### src/rtl/itp_pkg.sv
// Shared types, character codes and digit decoding for the integer text parser.
package itp_pkg;

  typedef struct packed {
    logic signed [63:0] value;
    logic [15:0]        offset;
  } itp_result_t;

  localparam logic [7:0] CH_NUL    = 8'h00;
  localparam logic [7:0] CH_TAB    = 8'h09;
  localparam logic [7:0] CH_NL     = 8'h0A;
  localparam logic [7:0] CH_SPACE  = 8'h20;
  localparam logic [7:0] CH_PLUS   = 8'h2B;
  localparam logic [7:0] CH_MINUS  = 8'h2D;
  localparam logic [7:0] CH_ZERO   = 8'h30;
  localparam logic [7:0] CH_NINE   = 8'h39;
  localparam logic [7:0] CH_UA     = 8'h41;
  localparam logic [7:0] CH_UF     = 8'h46;
  localparam logic [7:0] CH_UX     = 8'h58;
  localparam logic [7:0] CH_LA     = 8'h61;
  localparam logic [7:0] CH_LF     = 8'h66;
  localparam logic [7:0] CH_LX     = 8'h78;

  localparam logic [4:0] BASE_AUTO = 5'd0;
  localparam logic [4:0] BASE_OCT  = 5'd8;
  localparam logic [4:0] BASE_DEC  = 5'd10;
  localparam logic [4:0] BASE_HEX  = 5'd16;

  // A non-digit decodes to the largest code, which no base admits.
  localparam logic [4:0] DIGIT_NONE = 5'd31;

  function automatic logic [4:0] digit_of(input logic [7:0] c);
    logic [7:0] d;
    begin
      d = 8'(DIGIT_NONE);
      if (c >= CH_ZERO && c <= CH_NINE) begin
        d = c - CH_ZERO;
      end else if (c >= CH_LA && c <= CH_LF) begin
        d = c - CH_LA + 8'd10;
      end else if (c >= CH_UA && c <= CH_UF) begin
        d = c - CH_UA + 8'd10;
      end
      digit_of = d[4:0];
    end
  endfunction

endpackage

### src/rtl/itp_out_buf.sv
// Two-entry result buffer between the parse stage and the output channel.
module itp_out_buf (
  input  logic               clk,
  input  logic               rst,
  input  logic               push,
  input  itp_pkg::itp_result_t push_data,
  output logic               space,
  output logic               out_valid,
  input  logic               out_ready,
  output itp_pkg::itp_result_t pop_data
);
  import itp_pkg::*;

  itp_result_t entry [2];
  logic        wr_ptr;
  logic        rd_ptr;
  logic [1:0]  fill;
  logic        pop;

  assign pop       = out_valid && out_ready;
  assign out_valid = (fill != 2'd0);
  assign space     = (fill != 2'd2);
  assign pop_data  = entry[rd_ptr];

  always_ff @(posedge clk) begin
    if (rst) begin
      wr_ptr <= 1'b0;
      rd_ptr <= 1'b0;
      fill   <= 2'd0;
    end else begin
      if (push) begin
        wr_ptr <= ~wr_ptr;
      end
      if (pop) begin
        rd_ptr <= ~rd_ptr;
      end
      unique case ({push, pop})
        2'b10:   fill <= fill + 2'd1;
        2'b01:   fill <= fill - 2'd1;
        default: fill <= fill;
      endcase
    end
  end

  always_ff @(posedge clk) begin
    if (push) begin
      entry[wr_ptr] <= push_data;
    end
  end

endmodule

### src/rtl/itp_core.sv
// Input register and per-character parse step with the string state.
module itp_core #(
  parameter int unsigned MAX_CHARS = 65535
) (
  input  logic               clk,
  input  logic               rst,
  input  logic [7:0]         char_in,
  input  logic               in_valid,
  output logic               in_ready,
  input  logic [4:0]         base_cfg,
  input  logic               buf_space,
  output logic               res_valid,
  output itp_pkg::itp_result_t res
);
  import itp_pkg::*;

  localparam logic [15:0] COUNT_CAP =
    (MAX_CHARS < 65535) ? 16'(MAX_CHARS) : 16'hFFFF;

  typedef enum logic [2:0] {
    PH_SPACE,
    PH_SIGN,
    PH_ZERO,
    PH_DIGITS,
    PH_DRAIN
  } phase_t;

  logic [7:0]  char_q;
  logic        char_vld;
  phase_t      phase;
  logic        neg;
  logic [4:0]  abase;
  logic [63:0] acc;
  logic [15:0] count;

  phase_t      phase_next;
  logic        neg_next;
  logic [4:0]  abase_next;
  logic [63:0] acc_next;
  logic [15:0] count_next;

  logic [4:0]  dig;
  logic [4:0]  first_base;
  logic [4:0]  dbase;
  logic        first_zero;
  logic        in_first;
  logic        is_ws;
  logic        is_sign;
  logic        is_x;
  logic        do_first;
  logic        do_digit;
  logic        dig_ok;
  logic [63:0] acc_mac;
  logic [15:0] count_bump;
  logic        emit;
  logic        fire;

  always_comb begin
    dig        = digit_of(char_q);
    is_ws      = (char_q == CH_SPACE) || (char_q == CH_TAB) || (char_q == CH_NL);
    is_sign    = (char_q == CH_PLUS) || (char_q == CH_MINUS);
    is_x       = (char_q == CH_LX) || (char_q == CH_UX);
    first_zero = (char_q == CH_ZERO) && ((base_cfg == BASE_AUTO) || (base_cfg == BASE_HEX));
    first_base = (base_cfg == BASE_AUTO) ? BASE_DEC : base_cfg;
    in_first   = (phase == PH_SPACE) || (phase == PH_SIGN);
    dbase      = in_first ? first_base : abase;
    dig_ok     = (dig < dbase);
    acc_mac    = (acc * 64'(dbase)) + 64'(dig);
    count_bump = (count < COUNT_CAP) ? (count + 16'd1) : count;
    do_first   = ((phase == PH_SPACE) && !is_ws && !is_sign) || (phase == PH_SIGN);
    do_digit   = (do_first && !first_zero) || (phase == PH_DIGITS) ||
                 ((phase == PH_ZERO) && !is_x);
  end

  always_comb begin
    phase_next = phase;
    neg_next   = neg;
    abase_next = abase;
    acc_next   = acc;
    count_next = count;
    emit       = 1'b0;
    if (char_q == CH_NUL) begin
      emit       = (phase != PH_DRAIN);
      phase_next = PH_SPACE;
      neg_next   = 1'b0;
      abase_next = 5'd0;
      acc_next   = 64'd0;
      count_next = 16'd0;
    end else begin
      unique case (phase)
        PH_SPACE: begin
          if (is_ws) begin
            count_next = count_bump;
          end else if (is_sign) begin
            neg_next   = (char_q == CH_MINUS);
            count_next = count_bump;
            abase_next = 5'd0;
            phase_next = PH_SIGN;
          end
        end
        PH_ZERO: begin
          phase_next = PH_DIGITS;
          if (is_x) begin
            abase_next = BASE_HEX;
            count_next = count_bump;
          end
        end
        default: ;
      endcase
      if (do_first) begin
        if (first_zero) begin
          abase_next = (base_cfg == BASE_AUTO) ? BASE_OCT : BASE_HEX;
          acc_next   = 64'd0;
          count_next = count_bump;
          phase_next = PH_ZERO;
        end else begin
          abase_next = first_base;
          phase_next = PH_DIGITS;
        end
      end
      if (do_digit) begin
        if (dig_ok) begin
          acc_next   = acc_mac;
          count_next = count_bump;
        end else begin
          phase_next = PH_DRAIN;
          emit       = 1'b1;
        end
      end
    end
  end

  assign fire       = char_vld && (!emit || buf_space);
  assign in_ready   = !char_vld || fire;
  assign res_valid  = fire && emit;
  assign res.value  = neg ? $signed(64'd0 - acc) : $signed(acc);
  assign res.offset = count;

  always_ff @(posedge clk) begin
    if (rst) begin
      char_vld <= 1'b0;
      char_q   <= CH_NUL;
      phase    <= PH_SPACE;
      neg      <= 1'b0;
      abase    <= 5'd0;
      acc      <= 64'd0;
      count    <= 16'd0;
    end else begin
      if (in_ready) begin
        char_vld <= in_valid;
        char_q   <= char_in;
      end
      if (fire) begin
        phase <= phase_next;
        neg   <= neg_next;
        abase <= abase_next;
        acc   <= acc_next;
        count <= count_next;
      end
    end
  end

`ifndef SYNTHESIS
  a_push_has_room: assert property (@(posedge clk) disable iff (rst)
    res_valid |-> buf_space)
    else $error("Result pushed into a full buffer.");

  a_nul_clears: assert property (@(posedge clk) disable iff (rst)
    (fire && (char_q == CH_NUL)) |=> ((phase == PH_SPACE) && (count == 16'd0) && !neg))
    else $error("End of string did not clear the parse state.");

  a_count_capped: assert property (@(posedge clk) disable iff (rst)
    count <= COUNT_CAP)
    else $error("Character count passed its cap.");

  a_stall_holds_state: assert property (@(posedge clk) disable iff (rst)
    !fire |=> $stable(acc) && $stable(count))
    else $error("Parse state changed without a processed character.");
`endif

endmodule

### src/rtl/integer_text_parser.sv
// Top level of the streaming string-to-integer parser.
//
// Characters arrive one per beat on char_in (in_valid/in_ready); a NUL ends
// the string. Leading space, tab and newline are skipped, one sign is taken,
// and digits below the radix are accumulated modulo 2^64. The radix comes
// from number_base, written on the cfg_valid/cfg_ready channel while the
// block is idle, a rule for the user that the block itself does not enforce.
// Zero picks octal, hex or decimal from the prefix. One result beat
// (parsed_value, end_offset) leaves on out_valid/out_ready for the character
// that stops the number, or for the NUL if none did. An accepted character is
// held in the input register and parsed there; its result goes into the buffer.
// Throughput: one character per cycle while the buffer has room, set by the
// single parse stage whose multiply-accumulate updates the state for every
// character. A two-beat result buffer lets parsing continue while the
// receiver stalls; with the buffer full, a character that stops a number,
// or an ending NUL, waits in the input register and in_ready drops.
// Reset clears the string state, empties the buffer and sets the radix to 10.
module integer_text_parser #(
  parameter int unsigned MAX_CHARS = 65535
) (
  input  logic               clk,
  input  logic               rst,
  input  logic [7:0]         char_in,
  input  logic               in_valid,
  output logic               in_ready,
  output logic signed [63:0] parsed_value,
  output logic [15:0]        end_offset,
  output logic               out_valid,
  input  logic               out_ready,
  input  logic [4:0]         number_base,
  input  logic               cfg_valid,
  output logic               cfg_ready
);
  import itp_pkg::*;

  logic [4:0]  base_cfg;
  logic        res_valid;
  logic        buf_space;
  itp_result_t res;
  itp_result_t pop_data;

  assign cfg_ready = 1'b1;

  always_ff @(posedge clk) begin
    if (rst) begin
      base_cfg <= BASE_DEC;
    end else if (cfg_valid && cfg_ready) begin
      base_cfg <= number_base;
    end
  end

  itp_core #(
    .MAX_CHARS (MAX_CHARS)
  ) u_core (
    .clk       (clk),
    .rst       (rst),
    .char_in   (char_in),
    .in_valid  (in_valid),
    .in_ready  (in_ready),
    .base_cfg  (base_cfg),
    .buf_space (buf_space),
    .res_valid (res_valid),
    .res       (res)
  );

  itp_out_buf u_out_buf (
    .clk       (clk),
    .rst       (rst),
    .push      (res_valid),
    .push_data (res),
    .space     (buf_space),
    .out_valid (out_valid),
    .out_ready (out_ready),
    .pop_data  (pop_data)
  );

  assign parsed_value = pop_data.value;
  assign end_offset   = pop_data.offset;

endmodule
### config.mk
export PLATFORM = sky130hd
export DESIGN_NAME = integer_text_parser
export DESIGN_NICKNAME = d
export VERILOG_FILES = /design/src/rtl/itp_pkg.sv /design/src/rtl/itp_out_buf.sv /design/src/rtl/itp_core.sv /design/src/rtl/integer_text_parser.sv
export SDC_FILE = /design/constraint.sdc
export NUM_CORES = 1
export LEC_CHECK = 0
export CAP_MARGIN = 20
export CELL_PAD_IN_SITES_DETAIL_PLACEMENT = 0
export CELL_PAD_IN_SITES_GLOBAL_PLACEMENT = 1
export CORE_ASPECT_RATIO = 2
export CORE_UTILIZATION = 57
export CTS_BUF_LIST = sky130_fd_sc_hd__clkbuf_4
export DETAILED_ROUTE_END_ITERATION = 16
export DONT_BUFFER_PORTS = 1
export GPL_ROUTABILITY_DRIVEN = 0
export PLACE_DENSITY = 0.93
export SYNTH_ARGS = -nofsm -noshare
export SYNTH_HDL_FRONTEND = slang
export SYNTH_SLANG_ARGS = --single-unit
### constraint.sdc
create_clock -name clk -period 19.8 [get_ports clk]
set_input_delay 3.96 -clock clk [delete_from_list [all_inputs] [get_ports clk]]
set_output_delay 3.96 -clock clk [all_outputs]
set_load 0.1 [all_outputs]
==> flow_summary_export.csv <==
group,metric,value,unit
run_status,status,"completed",
logic_synthesis,synth.top_cell.area_share,20.9,%
setup_path,crit_end,"in_ready",
setup_path,critical_path_buf_inv_count,3,
drt,vias,17200,
layout,fin_nets,2689,
power_and_ir_drop,p_leak,10.4,nW
clocking,numClockSinks,268,
setup_path,critPathSlowestCell,"buf_4",
layout,drive_gt1_share,9.91,%
logic_synthesis,synth-seq-cells,268,
clocking,postCtsHoldBufs,0,
die,pin_count,101,
setup_path,crit_type,"register to output port",
logic_synthesis,syn_inst,2423,
setup_path,r2r_slack,12340,ps
sta,setup_tns,0,ps
place,dpl.hpwl,41400,um
setup_path,r2r_cells,21,
drt,final_antenna_net_count,0,
clocking,clockRootBuffer,"clkbuf_4",
drt,drc_errors,0,
sta,tightest_slew,1090,ps
global_route,antenna_found_initial,2,
min_path,hold_class,"register to register",
clocking,cts_tree,"built",
setup_path,crit_start,"u_core.phase[1]",
flow_run,drv_cap,0,
setup_path,cp_num_cells,11,
clocking,cts_resized,0,
logic_synthesis,synthTopCellsByCount,"inv_1 (334), fa_1 (183), and2_1 (166), edfxtp_1 (160), nand2_1 (150)",
clocking,cts_max_path_buffers,3,
die,die_x,144,um
setup_path,r2r_start,"u_core.phase[1]",
global_route,grt_pass1_vias,18300,
setup_path,r2r-end,"u_core.acc[60]",
global_route,grt_overflow,0,
layout,stdcell_count,2928,
power_and_ir_drop,irDropWorstVdd,0.0672,mV
logic_synthesis,ys_seq_area_share,30.4,%
logic_synthesis,syn_area,0.0229,sq mm
die,coreArea,0.0396,sq mm
clocking,clk_pin_slew,80,ps
logic_synthesis,synth_edf_count,160,
drt,drtPass1Iterations,5,
drt,viasPerCell,5.89,
place,dp.cells,2808,
die,die_area,0.0411,sq mm
logic_synthesis,ys_types,77,
clocking,cts_made_buffers,66,
setup_path,crit_fanout,61,
setup_path,worstSetupStartpointType,"register",
global_route,grt_max_degree,81,
setup_path,worstPathCellList,"nor2_1, nor2_1, a21oi_4, buf_4, inv_1, ha_1, a41oi_1, or3_1, mux2i_1, and3_1, inv_1",
layout,finish.utilization,60.9,%
die,start_util,58.0,%
logic_synthesis,syn_nets,2760,
sta,drv_slew,0,
logic_synthesis,synth.most_common_cell,"inv_1",
drt,routed_wl,57000,um
global_route,grt_util_all_layers,29.2,%
sta,setup_viol,0,
sta,slew_headroom,26.6,%
logic_synthesis,synthTopCellsByArea,"edfxtp_1 (21%), fa_1 (16%), dfxtp_1 (9.4%), ha_1 (7.4%), inv_1 (5.5%)",
setup_path,worstPathArrival,5040,ps
sta,post-route-period-util,45.5,%
setup_path,endpoint_kind,"output port",
clocking,ctsHtreeMaxLevel,3,
power_and_ir_drop,power_density,70.9,mW/mm^2
sta,clock.fmax,0.111,GHz
drt,wl_per_cell,19.5,um
clocking,cts_post_setup_buffers_inserted,0,
setup_path,critPathMaxStageDelay,580,ps
place,io_buffers,0,
layout,area_growth,5.06,%
drt,drt-initial-drc-count,908,
die,num_rows,103,
sta,hold_viol_final,0,
logic_synthesis,syn_area_per_cell,9.47,sq um
setup_path,cp_top_family,"simple AND/OR/NAND/NOR gates",
die,die_h,286,um
logic_synthesis,yosys_warnings,0,
logic_synthesis,synth_flop_cell,"edfxtp_1",
global_route,grt_pass1_wl,92000,um
logic_synthesis,synth_area_leader_cell,"edfxtp_1",
clocking,clkLatencyLatePin,780,ps
sta,fin_crit,9000,ps
sta,fin_skew,61.6,ps
setup_path,critPathRequiredTime,15840,ps
logic_synthesis,postSynth.asyncResetShare,0,%
sta,rsz0062_at_grt,"false",
## worst reg2reg max path, cell delays in order (launching register included)
cell      delay (ps)
dfxtp_1          430
or2_2            410
o21ai_1          770
inv_1            160
buf_4            360
nor2b_1          270
fa_1             450
fa_1             550
inv_1             60
fa_1             540
inv_1             50
ha_1             360
a21oi_1          260
nand2_1           70
o21ai_0          420
o21ai_0          170
buf_4            190
a211oi_1         640
o21ai_0          250
o31a_1           370
or3_1            310
a32o_1           240
## metrics by stage
step           total power [mW]  instance area, sq um  hold slack [ps]  worst slack (ps)
2_1_floorplan              1.14                 22900              428             12090
3_3_place_gp               1.20                 23100              431             11730
3_5_place_dp               1.20                 23100              440             11650
4_1_cts                    1.72                 24100              449             10780
5_1_grt                    1.77                 24100              483             10490
6_report                   1.71                 24100              451             10800
## sequential cells by signal (all words and copies together) (netlist names), named ones only
signal	count
u_core.char_vld	1
u_out_buf.wr_ptr	1
u_out_buf.fill	2
u_out_buf.entry	160
u_core.neg	1
u_core.char_q	8
base_cfg	5
u_core.phase	3
u_out_buf.rd_ptr	1
u_core.acc	64
u_core.count	16
u_core.abase	5
## worst min path at each step
stage,from,end,slack [ps],depth (start not counted)
after global routing,u_core.abase[0],u_core.abase[0],480,2
after detailed placement,u_core.abase[2],u_core.abase[2],440,2
after global placement,u_core.abase[2],u_core.abase[2],430,2
after CTS,u_core.abase[2],u_core.abase[2],450,2
final,u_core.abase[2],u_core.abase[2],450,2
after floorplan,u_core.abase[0],u_core.abase[0],430,2
## placed cells by master (no fill, tap or decap), drive strengths merged, types with 6 or more instances in the layout
master and count:
dfxtp 108, mux2 82, or3 18, a21oi 87, mux2i 18, nand2b 11
nand3 30, and2 166, ha 136, clkbuf 91, inv 334, buf 13
or2 8, nor2b 121, or4 14, o21bai 9, a21o 41, o21ai 102
nor3b 9, xor2 36, nor3 18, nor2 122, o211ai 8, o41ai 14
nand2 150, a31oi 15, a211oi 8, fa 183, clkinv 20, nor4 11
a22oi 32, nand4 17, xnor2 99, o31ai 28, and3 13, edfxtp 160
o21a 7, and4 6
## cell type report
| type | count | area (sq um) |
|---|---|---|
| well taps | 525 | 657 |
| clock buffers | 91 | 683 |
| repair buffers | 13 | 118 |
| clock inverters | 26 | 243 |
| flip-flops and latches | 268 | 6970 |
| diodes | 2 | 5.00 |
| fillers | 3405 | 15500 |
| inverters | 334 | 1250 |
| multi-input cells | 1669 | 14200 |
## metal layers
metal  part of all wire [%]  vias up  global-route usage [%]
li1                       -     7935                       -
met1                     34     8468                    28.1
met2                     55      584                    55.4
met3                    4.5      256                    4.35
met4                    6.7        0                    20.1
met5                      0        -                       0
## where the power goes
part / leakage [nW] / switching [mW] / internal, mW
Clock: 0.540 / 0.232 / 0.280
Combinational: 7.49 / 0.466 / 0.0874
Sequential: 2.38 / 0.0243 / 0.618
Total: 10.4 / 0.723 / 0.986
## logic make-up after synthesis
family,count (synthesis),share of synthesized area (%)
adder cells (fa/ha/maj),319,23.4
other,1,0.0163
buffers and inverters,486,8.10
flip-flops,268,30.4
AND/OR/NAND/NOR,723,17.0
XOR/XNOR,135,5.15
multiplexers,100,4.81
AO/OA/AOI/OAI,391,11.2
No activity file was read; power rests on OpenSTA's default activity.
